$ cat config.mk
export PLATFORM = sky130hd
export DESIGN_NAME = sfe_mix
export DESIGN_NICKNAME = d
export VERILOG_FILES = /design/src/sv/stereo_feedback_echo_assert.svh /design/src/sv/sfe_pkg.sv /design/src/sv/sfe_mix.sv
export SDC_FILE = /design/constraint.sdc
export NUM_CORES = 1
export LEC_CHECK = 0
export ABC_AREA = 1
export BUFFER_PORTS_ARGS = -buffer_cell sky130_fd_sc_hd__buf_2
export CORE_MARGIN = 10
export CORE_UTILIZATION = 40
export DETAILED_ROUTE_END_ITERATION = 8
export PLACE_DENSITY = 0.58
export SYNTH_ARGS = -nofsm -noshare
export SYNTH_HDL_FRONTEND = slang
export SYNTH_SLANG_ARGS = --single-unit
export TNS_END_PERCENT = 5
$ cat constraint.sdc
create_clock -name vclk -period 11.4
set_clock_uncertainty 0.1 [all_clocks]
set_input_delay 1.14 -clock vclk [all_inputs]
set_output_delay 1.14 -clock vclk [all_outputs]
set_load 0.01 [all_outputs]
$ cat src/sv/stereo_feedback_echo_assert.svh
// assertion macros for the stereo feedback echo block
// no dependencies; included by the modules that carry assertions
`ifndef STEREO_FEEDBACK_ECHO_ASSERT_SVH
`define STEREO_FEEDBACK_ECHO_ASSERT_SVH

// condition must never hold while out of reset
`define SFE_ASSERT_NEVER(lbl, clk, rst_n, cond) \
    lbl: assert property (@(posedge clk) disable iff (!rst_n) !(cond)) \
        else $error("sfe assertion failed");

// antecedent in one cycle implies consequent in the next
`define SFE_ASSERT_NEXT(lbl, clk, rst_n, ante, cons) \
    lbl: assert property (@(posedge clk) disable iff (!rst_n) (ante) |=> (cons)) \
        else $error("sfe assertion failed");

// antecedent implies consequent in the same cycle
`define SFE_ASSERT_SAME(lbl, clk, rst_n, ante, cons) \
    lbl: assert property (@(posedge clk) disable iff (!rst_n) (ante) |-> (cons)) \
        else $error("sfe assertion failed");

`endif

$ cat src/sv/sfe_pkg.sv
// shared constants and types for the stereo feedback echo block
// no dependencies
package sfe_pkg;

    localparam int MAX_DELAY_DEF   = 65536;
    localparam int SAMPLE_BITS_DEF = 16;

    localparam int CFG_IDX_W  = 2;
    localparam int CFG_DATA_W = 17;
    localparam int VOL_W      = 16;

    localparam int LEN_RESET = 4800;
    localparam logic [VOL_W-1:0] VOL_RESET = 16'd16384;
    localparam logic [VOL_W-1:0] VOL_ONE   = 16'd32768;

    localparam int FRAC_BITS = 15;
    localparam int RND_HALF  = 16384;

    localparam int OFIFO_DEPTH = 4;

    typedef enum logic [CFG_IDX_W-1:0] {
        REG_DELAY_LENGTH = 2'd0,
        REG_ECHO_VOLUME  = 2'd1
    } t_cfg_reg;

endpackage

$ cat src/sv/sfe_mix.sv
// per-channel echo mix: stored + round((in - stored) * vol / 2^15)
// depends on sfe_pkg for the volume width and rounding constants
module sfe_mix #(
    parameter int SAMPLE_BITS = sfe_pkg::SAMPLE_BITS_DEF
) (
    input  logic [SAMPLE_BITS-1:0]      i_sample,
    input  logic [SAMPLE_BITS-1:0]      i_stored,
    input  logic [sfe_pkg::VOL_W-1:0]   i_vol,
    output logic [SAMPLE_BITS-1:0]      o_mix
);

    localparam int PROD_W = SAMPLE_BITS + sfe_pkg::VOL_W + 2;

    logic signed [SAMPLE_BITS:0]        diff;
    logic signed [sfe_pkg::VOL_W:0]     vol_s;
    logic signed [PROD_W-1:0]           prod;
    logic signed [PROD_W-1:0]           rnd;
    logic signed [PROD_W-1:0]           shifted;

    always_comb begin
        diff    = $signed({i_sample[SAMPLE_BITS-1], i_sample})
                - $signed({i_stored[SAMPLE_BITS-1], i_stored});
        vol_s   = $signed({1'b0, i_vol});
        prod    = diff * vol_s;
        rnd     = prod + $signed(PROD_W'(sfe_pkg::RND_HALF));
        shifted = rnd >>> sfe_pkg::FRAC_BITS;
        o_mix   = i_stored + shifted[SAMPLE_BITS-1:0];
    end

endmodule

* After elaboration in Yosys (flattened, before gate mapping)
Cells that the tools add are included.
** Storage, ports and cells
- Flip-flop bits (word level) :: 0
- Bits of input ports :: 48
- Output and inout bits :: 16
- Logic and storage cells :: 4
** Operators by class
- Add/subtract/negate cells :: 3
- Multipliers :: 1
** Operators with widths (number)
- $add A31 B16 Y31 const B :: 1
- $mul A17 B17 Y31 :: 1
- $sub A16 B16 Y17 :: 1
- $add A16 B16 Y16 :: 1

* Longest topological paths before layout
- Word-level depth :: 4
- Gate-level depth with buffers :: 47
- Depth with buffers taken out :: 47

* Least setup slack after synthesis
No wires, ideal clock.
- Kind :: input to output
- Start :: input i_sample[0]
- End :: output o_mix[12]
- Data arrival time :: 8651 ps
- Data required time :: 10160 ps
- Slack :: 1509 ps
- Stages on the path :: 40
- Path buffers :: 1
- Path through :: inv_1 ha_1 fa_1 o21a_4 o21ai_4 a21oi_2 or2_4 nand2_2 nand2_4 nand2_4 buf_12 nor2_4 fa_1 inv_1 fa_1 fa_1 inv_1 fa_1 [4 not listed] ha_1 nand2_1 nor2_1 a211oi_1 o21ai_0 a21oi_1 o21ai_0 xor2_1 ha_1 nand2_1 o21ai_0 nand2_1 nand2_1 nand2_1 nand2_1 nand3_1 nand2_1 xor2_1
** On the way
- Cells in the longest elaborated chain, start to end :: 4
** Ends and longest elaborated chain
- start, declared :: line sfe_mix.sv:6 : input logic [SAMPLE_BITS-1:0] i_sample,
- $sub A16 B16 Y17 :: line sfe_mix.sv:22 : - $signed({i_stored[SAMPLE_BITS-1], i_stored});
- $mul A17 B17 Y31 :: line sfe_mix.sv:24 : prod = diff * vol_s;
- $add A31 B16 Y31 :: line sfe_mix.sv:25 : rnd = prod + $signed(PROD_W'(sfe_pkg::RND_HALF));
- $add A16 B16 Y16 :: line sfe_mix.sv:27 : o_mix = i_stored + shifted[SAMPLE_BITS-1:0];
- end, declared :: line sfe_mix.sv:9 : output logic [SAMPLE_BITS-1:0] o_mix
No other way between the ends.

* Final worst setup path
- Start :: input i_sample[0]
- End :: output o_mix[13]
The elaborated chain is that of the path after synthesis.

==> impl_metrics.toml <==
[global_route]
grt_max_degree = 18
grt_antenna_before_repair = 0
grt_first_pass_wirelength_um = 52800
grt_overflow_total = 0
grt_pass1_vias = 10300
gr-usage-all-layers_pct = 18.0

[layout]
area_growth_pct = 7.52
design_area_um2 = 12500
fillers = 2998
seq_cells = 0
seq_area_um2 = 0
antenna_cells = 0
n_clock_buffer = 0
fin_nets = 2002
drive_above_1_share_pct = 8.15

[floorplan]
initial_core_util_pct = 40.5
die_w_um = 191
coreArea_um2 = 28800
die_area_um2 = 36400
num_io_pins = 64
rows = 62
fp.dieH_um = 191

[placed_design]
dp_hpwl_um = 28200
portBuffers = 64
place_area_um2 = 12500
gp_congestion = 0.927

[yosys]
ys_seq_area_share_pct = 0
synth.avg_cell_area_um2 = 7.71
syn_inst = 1513
synth_area_um2 = 11700
yosysWarnings = 0
syn-num-nets = 1943
ys_types = 51

[worst_setup_path]
cpMostUsedCell = "fa_1"
cp_slowest_cell = "fa_1"
worstPathArrival_ns = 9.73
required_ns = 10.16
cp-end-kind = "output port"
critPathMaxStageDelay_ns = 0.55
worstSetupStartpoint = "i_sample[0]"
worstSetupPathType = "in -> out"
critPathLaunchType = "input pin"
critPathMaxFanout = 12

[route]
via_count = 9450
drt-total-wl_um = 31500
ant_nets = 0
routedWlPerCell_um = 16.1
drc = 0
drt-initial-drc-count = 646
avgViaCountPerCell = 4.84
drt-pass1-iter-count = 5

[timing]
fmax_mhz = 91.2
setup_viol = 0
hold_ws_ns = 2.52
drv_slew = 0
timing.final.crit_share_pct = 96.2
final_hold_viol_count = 0
tightestPinTransition_ns = 0.766
rsz0062_at_grt = "false"
period_needed_ns = 10.97
setup_tns_ns = 0
slew_headroom_pct = 48.9

[job]
cap_violations = 0

[worst_hold_path]
worstHoldPathCells = 3
whs_endpoint = "o_mix[0]"
hp-class = "in -> out"
min_from = "i_stored[0]"

[clock_tree]
cts-hold-fix-buffers = 0

[status]
status = "completed"
==> routing by layer <==
metal	GRT usage, %	vias up	share of wire, %
li1	-	4496	-
met1	23.9	4639	44
met2	31.5	287	49
met3	1.92	28	6.0
met4	2.33	0	1.3
met5	0	-	0
==> area by class of cell <==
class	count	area (µm²)	area share, %
inverter	464	1750	13.9
multi-input combinational	1023	9860	78.6
tap	384	480	3.83
timing repair buffer	83	463	3.69
==> stage by stage <==
| stage | util [%] | std cells | setup slack (ns) |
|---|---|---|---|
| global placement | 43.3 | 1950 | 0.0646 |
| floorplan | - | 1513 | 1.51 |
| CTS | 43.3 | 1950 | 0.153 |
| detailed placement | 43.3 | 1950 | -0.00963 |
| finish | 43.6 | 1954 | 0.430 |
| global route | 43.6 | 1954 | 0.0181 |
==> logic make-up (layout without fill, tap and decap cells) <==
logic type	after synthesis	after routing	synth area share [%]
AOI/OAI and AO/OA	106	106	5.35
xor gates and xnor gates	42	42	3.28
adders and majority gates	382	382	57.7
and+or+nand+nor	493	493	17.7
buffers and inverters	490	547	16.0
==> cell usage after synthesis, types with 3 or more instances <==
cell	n	area, µm²
nand3_1	38	190
xnor2_1	10	87.6
nand2_1	226	848
o21bai_1	3	22.5
xor2_1	30	263
or2_2	4	25.0
inv_2	5	18.8
nand2_2	4	25.0
o21ai_0	25	125
a21o_1	6	45.0
clkbuf_1	15	56.3
buf_1	6	22.5
buf_2	3	15.0
nor2_1	187	702
nor2_4	10	113
ha_1	122	1530
a31oi_1	3	18.8
inv_1	457	1720
fa_1	260	5200
a21oi_1	51	255
nor4_1	4	25.0
nor3_1	5	25.0
nand4_1	5	31.3
o21ai_1	3	15.0
==> timing repair <==
item | in CTS | in global routing
endpoints found under the setup margin | 2 | 8
buffers inserted | 0 | 4
gates resized for setup | 1 | 14
cloned | 0 | 0
==> placed cells by master, fill, tap and decap left out, types with 3 or more instances in the layout <==
cell type / instances
inv_2: 6
xor2_1: 29
o21ai_1: 7
ha_1: 122
a31oi_1: 3
nand2_1: 224
o21bai_1: 3
or2_2: 4
buf_4: 19
inv_1: 455
nand2_2: 6
o21ai_0: 21
xnor2_1: 10
nand3_1: 38
a21o_1: 6
a21oi_1: 50
nor2_4: 10
buf_2: 64
nand4_1: 5
nor3_1: 5
fa_1: 260
nor2_1: 186
nor4_1: 3
==> worst max-delay path, delay by kind of cell <==
family / cells / cell delay, ns
xor+xnor: 2 / 0.35
simple gates: 11 / 1.20
fa+ha+maj: 10 / 4.39
buf+inv: 7 / 0.50
compound gates: 11 / 2.10
==> worst max-delay path by stage <==
| stage | to | slack, ns | cells past startpoint |
|---|---|---|---|
| 2_1_floorplan | o_mix[12] | 1.51 | 40 |
| 4_1_cts | o_mix[13] | 0.15 | 38 |
| 5_1_grt | o_mix[13] | 0.02 | 42 |
| 3_5_place_dp | o_mix[12] | -0.01 | 38 |
| 3_3_place_gp | o_mix[13] | 0.06 | 38 |
| 6_report | o_mix[13] | 0.43 | 41 |
Power is left out: the tool's default activity adds up to more than one toggle a clock period on the data nets, which glitch-free logic cannot reach.
