[config.mk]
export PLATFORM = sky130hd
export DESIGN_NAME = sfe_ofifo
export DESIGN_NICKNAME = d
export VERILOG_FILES = /design/src/sv/sfe_pkg.sv /design/src/sv/sfe_ofifo.sv
export VERILOG_INCLUDE_DIRS = /design/src /design/src/sv
export SDC_FILE = /design/constraint.sdc
export NUM_CORES = 1
export LEC_CHECK = 0
export BUFFER_PORTS_ARGS = -buffer_cell sky130_fd_sc_hd__buf_2
export CAP_MARGIN = 20
export CORE_MARGIN = 2
export CORE_UTILIZATION = 55
export CTS_CLUSTER_DIAMETER = 50
export DETAILED_ROUTE_END_ITERATION = 10
export GPL_ROUTABILITY_DRIVEN = 0
export HOLD_SLACK_MARGIN = 0.03
export PLACE_DENSITY = 0.78
export SLEW_MARGIN = 25
export SYNTH_ARGS = -nofsm -noshare
export SYNTH_HDL_FRONTEND = slang
export SYNTH_SLANG_ARGS = --single-unit
[constraint.sdc]
create_clock -name i_clk -period 2.8 [get_ports i_clk]
set_clock_uncertainty 0.2 [all_clocks]
set_input_delay 0.28 -clock i_clk [delete_from_list [all_inputs] [get_ports i_clk]]
set_output_delay 0.28 -clock i_clk [all_outputs]
set_load 0.05 [all_outputs]
[src/sv/stereo_feedback_echo_assert.svh]
// assertion macros for the stereo feedback echo block
// no dependencies; included by the modules that carry assertions
`ifndef STEREO_FEEDBACK_ECHO_ASSERT_SVH
`define STEREO_FEEDBACK_ECHO_ASSERT_SVH

// condition must never hold while out of reset
`define SFE_ASSERT_NEVER(lbl, clk, rst_n, cond) \
    lbl: assert property (@(posedge clk) disable iff (!rst_n) !(cond)) \
        else $error("sfe assertion failed");

// antecedent in one cycle implies consequent in the next
`define SFE_ASSERT_NEXT(lbl, clk, rst_n, ante, cons) \
    lbl: assert property (@(posedge clk) disable iff (!rst_n) (ante) |=> (cons)) \
        else $error("sfe assertion failed");

// antecedent implies consequent in the same cycle
`define SFE_ASSERT_SAME(lbl, clk, rst_n, ante, cons) \
    lbl: assert property (@(posedge clk) disable iff (!rst_n) (ante) |-> (cons)) \
        else $error("sfe assertion failed");

`endif

[src/sv/sfe_pkg.sv]
// shared constants and types for the stereo feedback echo block
// no dependencies
package sfe_pkg;

    localparam int MAX_DELAY_DEF   = 65536;
    localparam int SAMPLE_BITS_DEF = 16;

    localparam int CFG_IDX_W  = 2;
    localparam int CFG_DATA_W = 17;
    localparam int VOL_W      = 16;

    localparam int LEN_RESET = 4800;
    localparam logic [VOL_W-1:0] VOL_RESET = 16'd16384;
    localparam logic [VOL_W-1:0] VOL_ONE   = 16'd32768;

    localparam int FRAC_BITS = 15;
    localparam int RND_HALF  = 16384;

    localparam int OFIFO_DEPTH = 4;

    typedef enum logic [CFG_IDX_W-1:0] {
        REG_DELAY_LENGTH = 2'd0,
        REG_ECHO_VOLUME  = 2'd1
    } t_cfg_reg;

endpackage

[src/sv/sfe_ofifo.sv]
// small output queue decoupling the mix stage from the result channel
// depends on sfe_pkg for its depth and on the assertion macro header
`include "stereo_feedback_echo_assert.svh"

module sfe_ofifo #(
    parameter int WIDTH = 32
) (
    input  logic                                   i_clk,
    input  logic                                   i_rst_n,
    input  logic                                   i_push,
    input  logic [WIDTH-1:0]                       i_push_data,
    output logic [$clog2(sfe_pkg::OFIFO_DEPTH+1)-1:0] o_count,
    output logic                                   o_valid,
    input  logic                                   i_ready,
    output logic [WIDTH-1:0]                       o_data
);

    localparam int DEPTH = sfe_pkg::OFIFO_DEPTH;
    localparam int PW    = $clog2(DEPTH);
    localparam int CW    = $clog2(DEPTH + 1);

    logic [WIDTH-1:0] r_mem [DEPTH];
    logic [PW-1:0]    r_wr_ptr;
    logic [PW-1:0]    r_rd_ptr;
    logic [CW-1:0]    r_count;
    logic [CW-1:0]    n_count;
    logic             pop;

    always_comb begin
        pop     = (r_count != '0) && i_ready;
        n_count = r_count + CW'(i_push) - CW'(pop);
    end

    always_ff @(posedge i_clk) begin
        if (!i_rst_n) begin
            r_wr_ptr <= '0;
            r_rd_ptr <= '0;
            r_count  <= '0;
        end else begin
            if (i_push) begin
                r_wr_ptr <= r_wr_ptr + PW'(1);
            end
            if (pop) begin
                r_rd_ptr <= r_rd_ptr + PW'(1);
            end
            r_count <= n_count;
        end
    end

    always_ff @(posedge i_clk) begin
        if (i_push) begin
            r_mem[r_wr_ptr] <= i_push_data;
        end
    end

    assign o_count = r_count;
    assign o_valid = (r_count != '0);
    assign o_data  = r_mem[r_rd_ptr];

    `SFE_ASSERT_NEVER(a_no_overflow, i_clk, i_rst_n, i_push && (r_count == CW'(DEPTH)))
    `SFE_ASSERT_NEXT(a_count_track, i_clk, i_rst_n, 1'b1, r_count == $past(n_count))
    `SFE_ASSERT_SAME(a_ptr_gap, i_clk, i_rst_n, (r_count == '0) || (r_count == CW'(DEPTH)), r_wr_ptr == r_rd_ptr)

endmodule

* Word level (Yosys, flattened, before mapping)
Memory sizes are Yosys's and may differ from the RTL's. A register that Yosys moved wholly into a read port is not among the register bits.
Cells that the tools add are included.
** Storage, ports and cells
- Register bits :: 7
- Bits in writable memories :: 128
- Input port bits :: 36
- Output and inout bits :: 36
- Word-level logic and storage cells :: 14
- Memories kept :: 1
** Cells by class
- $add $sub $neg :: 4
- Muxes and demuxes :: 4
- Reduce and logical (&&, ||, !) cells :: 2
** Memory list
- r_mem :: words 4, bits a word 32, rd ports 1, clocked after memory_dff 1, write ports 1, RTL line sfe_ofifo.sv:22 : logic [WIDTH-1:0] r_mem [DEPTH];
** Operator list (number)
- adder 2 x 1 -> 2 bit (second input constant) :: 2
- 2-to-1 mux 2 bit :: 2
- adder 3 x 1 -> 3 bit :: 1
- nonzero test 3 bit :: 1
- subtractor 3 x 1 -> 3 bit :: 1
- 2-to-1 mux 1 bit :: 2
- logical AND 1 bit :: 1

* Longest topological paths before layout
- Word-level depth :: 4
- Gate-level depth with buffers :: 7

* Worst setup path after synthesis
Ideal clock, no wire load.
- Path kind :: register to register
- Start point :: register r_count[1] (netlist: o_count[1])
- End point :: register r_count[2] (netlist: o_count[2])
- Setup time :: 115 ps
- Arrival time :: 2058 ps
- Data required time :: 2485 ps
- Path slack :: 427 ps
- Stages on the path, launching flop included :: 8
- Path buffers :: 0
- Period minus slack after synthesis :: 2373 ps
- Cell sequence :: dfxtp_1 o31a_1 ha_1 inv_1 ha_1 fa_1 xnor3_1 and2_1
** On the way
- Cells in the longest elaborated chain, start to end :: 3
- Elaborated cells between the ends (all ways) :: 4
- Classes of those cells :: add/sub (2); reduce/logical (2)
** RTL lines
- start, declared :: RTL line sfe_ofifo.sv:25 : logic [CW-1:0] r_count;
- start signal, assigned :: RTL line sfe_ofifo.sv:46 : r_count <= n_count;
- nonzero test 3 bit :: RTL line sfe_ofifo.sv:30 : pop = (r_count != '0) && i_ready;
- logical AND 1 bit :: RTL line sfe_ofifo.sv:30
- named net pop :: RTL line sfe_ofifo.sv:27 : logic pop;
- subtractor 3 x 1 -> 3 bit :: RTL line sfe_ofifo.sv:31 : n_count = r_count + CW'(i_push) - CW'(pop);
The timed path passes the listed nets, and every way through them passes these cells.
A chain may end at the register's enable or synchronous reset.

==> impl_metrics.json <==
{
  "powerDensity_nw_per_um2": 916,
  "synth.avg_cell_area_um2": 24.3,
  "clock-sinks": 137,
  "setup_violations": 0,
  "coreArea_um2": 9150,
  "grt_overflow": 0,
  "dp.final_hpwl_mm": 5.25,
  "placementRows": 35,
  "rrSetupSlack_ps": 590,
  "clk_latency_ps": 500,
  "setup_tns_ps": 0,
  "cts.clk_slew.worst_paths_ps": 60,
  "h-tree-depth": 4,
  "dp.cells": 395,
  "grt_max_degree": 20,
  "ir_drop_uv": 587,
  "endpoint_kind": "output port",
  "synth_cell_types": 20,
  "total_power_mw": 5.98,
  "die_y_um": 101,
  "die_width_um": 101,
  "drt_iter0_markers": 132,
  "drtPass1Iterations": 5,
  "sequentialPowerShare_pct": 41.1,
  "drive_gt1_share_pct": 41.0,
  "rsz0062_at_grt": "no",
  "clk_path_buf_depth": 2,
  "critical_path_class": "reg -> out",
  "drt-total-wl_mm": 8.62,
  "initial_core_util_pct": 56.0,
  "synth_cells": 211,
  "antenna_found_initial": 0,
  "vias": 2490,
  "worstHoldStart": "r_rd_ptr[1]",
  "min_path_type": "reg -> reg",
  "io_buffers": 71,
  "period_share_pct": 93.8,
  "synth-seq-cells": 137,
  "grt_pass1_wl_mm": 13.5,
  "slew_headroom_pct": 65.0,
  "hold_ws_ps": 279,
  "finalNonFillerCells": 462,
  "r2r-end": "o_count[2]",
  "pin_count": 72,
  "pwr-share-clk_pct": 33.9,
  "switching_share_pct": 30.6,
  "cts_tree": "built",
  "period_minus_slack_ps": 2630,
  "cts_resized": 0,
  "syn-num-nets": 254,
  "grt_pass1_vias": 2658,
  "wl_per_cell_um": 18.7,
  "drc_errors": 0,
  "final_antenna_net_count": 0,
  "path_max_fanout": 15,
  "switchingPower_mw": 1.83,
  "grt_usage_pct": 18.4,
  "share_comb_of_total_power_pct": 24.9,
  "cts-root-buf": "clkbuf_8",
  "crit_required_ps": 2320,
  "die-area_um2": 10100,
  "leakagePower_nw": 2.32,
  "final_max_slew_viol_count": 0,
  "post_cts_buffers": 0,
  "maxCapViolations": 0,
  "synth_area_um2": 5130,
  "diodes": 0,
  "place_area_um2": 5620,
  "nets": 382,
  "critPathLaunchType": "flop",
  "ys_seq_area_share_pct": 78.5,
  "status": "finished clean",
  "cts_buffers": 17,
  "worst_ep_arrival_time_ps": 2150,
  "finalHoldViolations": 0,
  "fmax_ghz": 0.381,
  "via_per_inst": 5.39,
  "rr_startpoint": "o_count[1]",
  "reg2reg_depth": 7,
  "worst_slew_pin_slew_ps": 525,
  "yosysWarnings": 0,
  "syn_to_final_growth_pct": 27.4,
  "hold_depth": 2,
  "power.internal_mw": 4.15,
  "design_area_um2": 6530
}
==> layout make-up <==
| cell class | instances | area (um2) |
|---|---|---|
| inverters | 6 | 22.5 |
| flip-flops and latches | 137 | 4030 |
| well taps | 111 | 139 |
| repair buffers | 116 | 796 |
| clock inverters | 14 | 133 |
| clock buffers | 17 | 414 |
| fillers | 553 | 2620 |
| multi-input cells | 61 | 1000 |
==> metrics by stage <==
stage	setup slack [ps]	util, %
final	174	71.3
after detailed placement	580	61.4
after CTS	122	71.3
after global routing	57.6	71.3
after global placement	632	61.4
after floorplan	427	-
==> worst max-delay path, cell delays in order (launching register included) <==
cell and delay (ps):
dfxtp_2 570, buf_12 230, mux4_1 600, buf_2 230
==> power groups by stage <==
stage | Clock [mW] | Sequential (mW) | Combinational (mW)
final | 2.03 | 2.46 | 1.49
after global routing | 2.16 | 2.48 | 1.57
after CTS | 2.07 | 2.46 | 1.51
after detailed placement | 0 | 2.51 | 1.47
after global placement | 0 | 2.50 | 1.45
after floorplan | 0 | 2.51 | 1.19
==> routing by layer <==
metal	vias to the layer above	part of all wire, %	track usage, %
met5	-	0	0
met4	0	1.3	7.27
met3	14	4.3	4.16
met2	67	53	32.2
met1	1267	41	22.3
li1	1142	-	-
==> what timing repair did <==
item,CTS,global route
hold endpoints to repair,137,0
hold buffers,36,0
setup endpoints to repair,0,0
==> how the worst max path moves through the flow <==
stage	endpoint	cells past startpoint	from	slack (ps)
after CTS	o_data[9]	3	flop	120
after global placement	o_count[2]	7	o_count[1]	630
after floorplan	o_count[2]	7	o_count[1]	430
after detailed placement	o_count[2]	7	o_count[1]	580
after global routing	o_data[9]	3	flop	60
final	o_data[31]	3	flop	170
==> sequential cells by signal, summed over array words and instances, names as in the netlist, named ones only <==
signal and count:
r_wr_ptr 2, o_count 3, r_mem 128, r_rd_ptr 2
==> synthesized netlist by cell type, drive strengths merged <==
library cell | count | area (um2)
mux2i | 4 | 40.0
nand2 | 2 | 7.51
buf | 7 | 86.3
and2 | 8 | 50.1
o31a | 1 | 8.76
or3 | 1 | 6.26
xnor3 | 1 | 22.5
o311ai | 1 | 8.76
mux4 | 32 | 728
nand2b | 2 | 12.5
xor2 | 1 | 8.76
fa | 1 | 20.0
nor2b | 1 | 6.26
edfxtp | 128 | 3840
dfxtp | 9 | 180
inv | 6 | 22.5
ha | 6 | 75.1
==> placed cells by master (no fill, tap or decap) <==
| master | netlist | layout |
|---|---|---|
| clkbuf_8 | 0 | 1 |
| ha_1 | 6 | 6 |
| o311ai_0 | 1 | 1 |
| buf_2 | 3 | 71 |
| dfxtp_2 | 0 | 2 |
| clkinv_1 | 0 | 3 |
| bufinv_16 | 0 | 2 |
| or3_1 | 1 | 1 |
| fa_1 | 1 | 1 |
| nor2b_1 | 1 | 1 |
| inv_6 | 0 | 1 |
| nand2b_1 | 2 | 2 |
| xnor3_1 | 1 | 1 |
| dfxtp_1 | 9 | 7 |
| mux4_1 | 2 | 2 |
| buf_4 | 0 | 8 |
| dlygate4sd3_1 | 0 | 36 |
| o31a_1 | 1 | 1 |
| clkbuf_16 | 0 | 16 |
| inv_1 | 6 | 6 |
| mux4_2 | 30 | 30 |
| buf_12 | 3 | 1 |
| clkinvlp_4 | 0 | 5 |
| edfxtp_1 | 128 | 128 |
| mux2i_1 | 4 | 4 |
| and2_2 | 0 | 4 |
| clkinv_2 | 0 | 3 |
| and2_1 | 8 | 4 |
| xor2_1 | 1 | 1 |
| nand2_1 | 2 | 2 |
==> cells by family (layout without fill, tap and decap cells) <==
logic type | count (synthesis) | in the layout | share of synthesized area, %
buffers and inverters | 13 | 153 | 2.12
XOR/XNOR | 2 | 2 | 0.610
multiplexers | 36 | 36 | 15.0
AO/OA/AOI/OAI | 2 | 2 | 0.342
AND/OR/NAND/NOR | 14 | 14 | 1.61
adder cells (fa/ha/maj) | 7 | 7 | 1.85
flip-flops | 137 | 137 | 78.5
(Power assumes the default switching activity.)
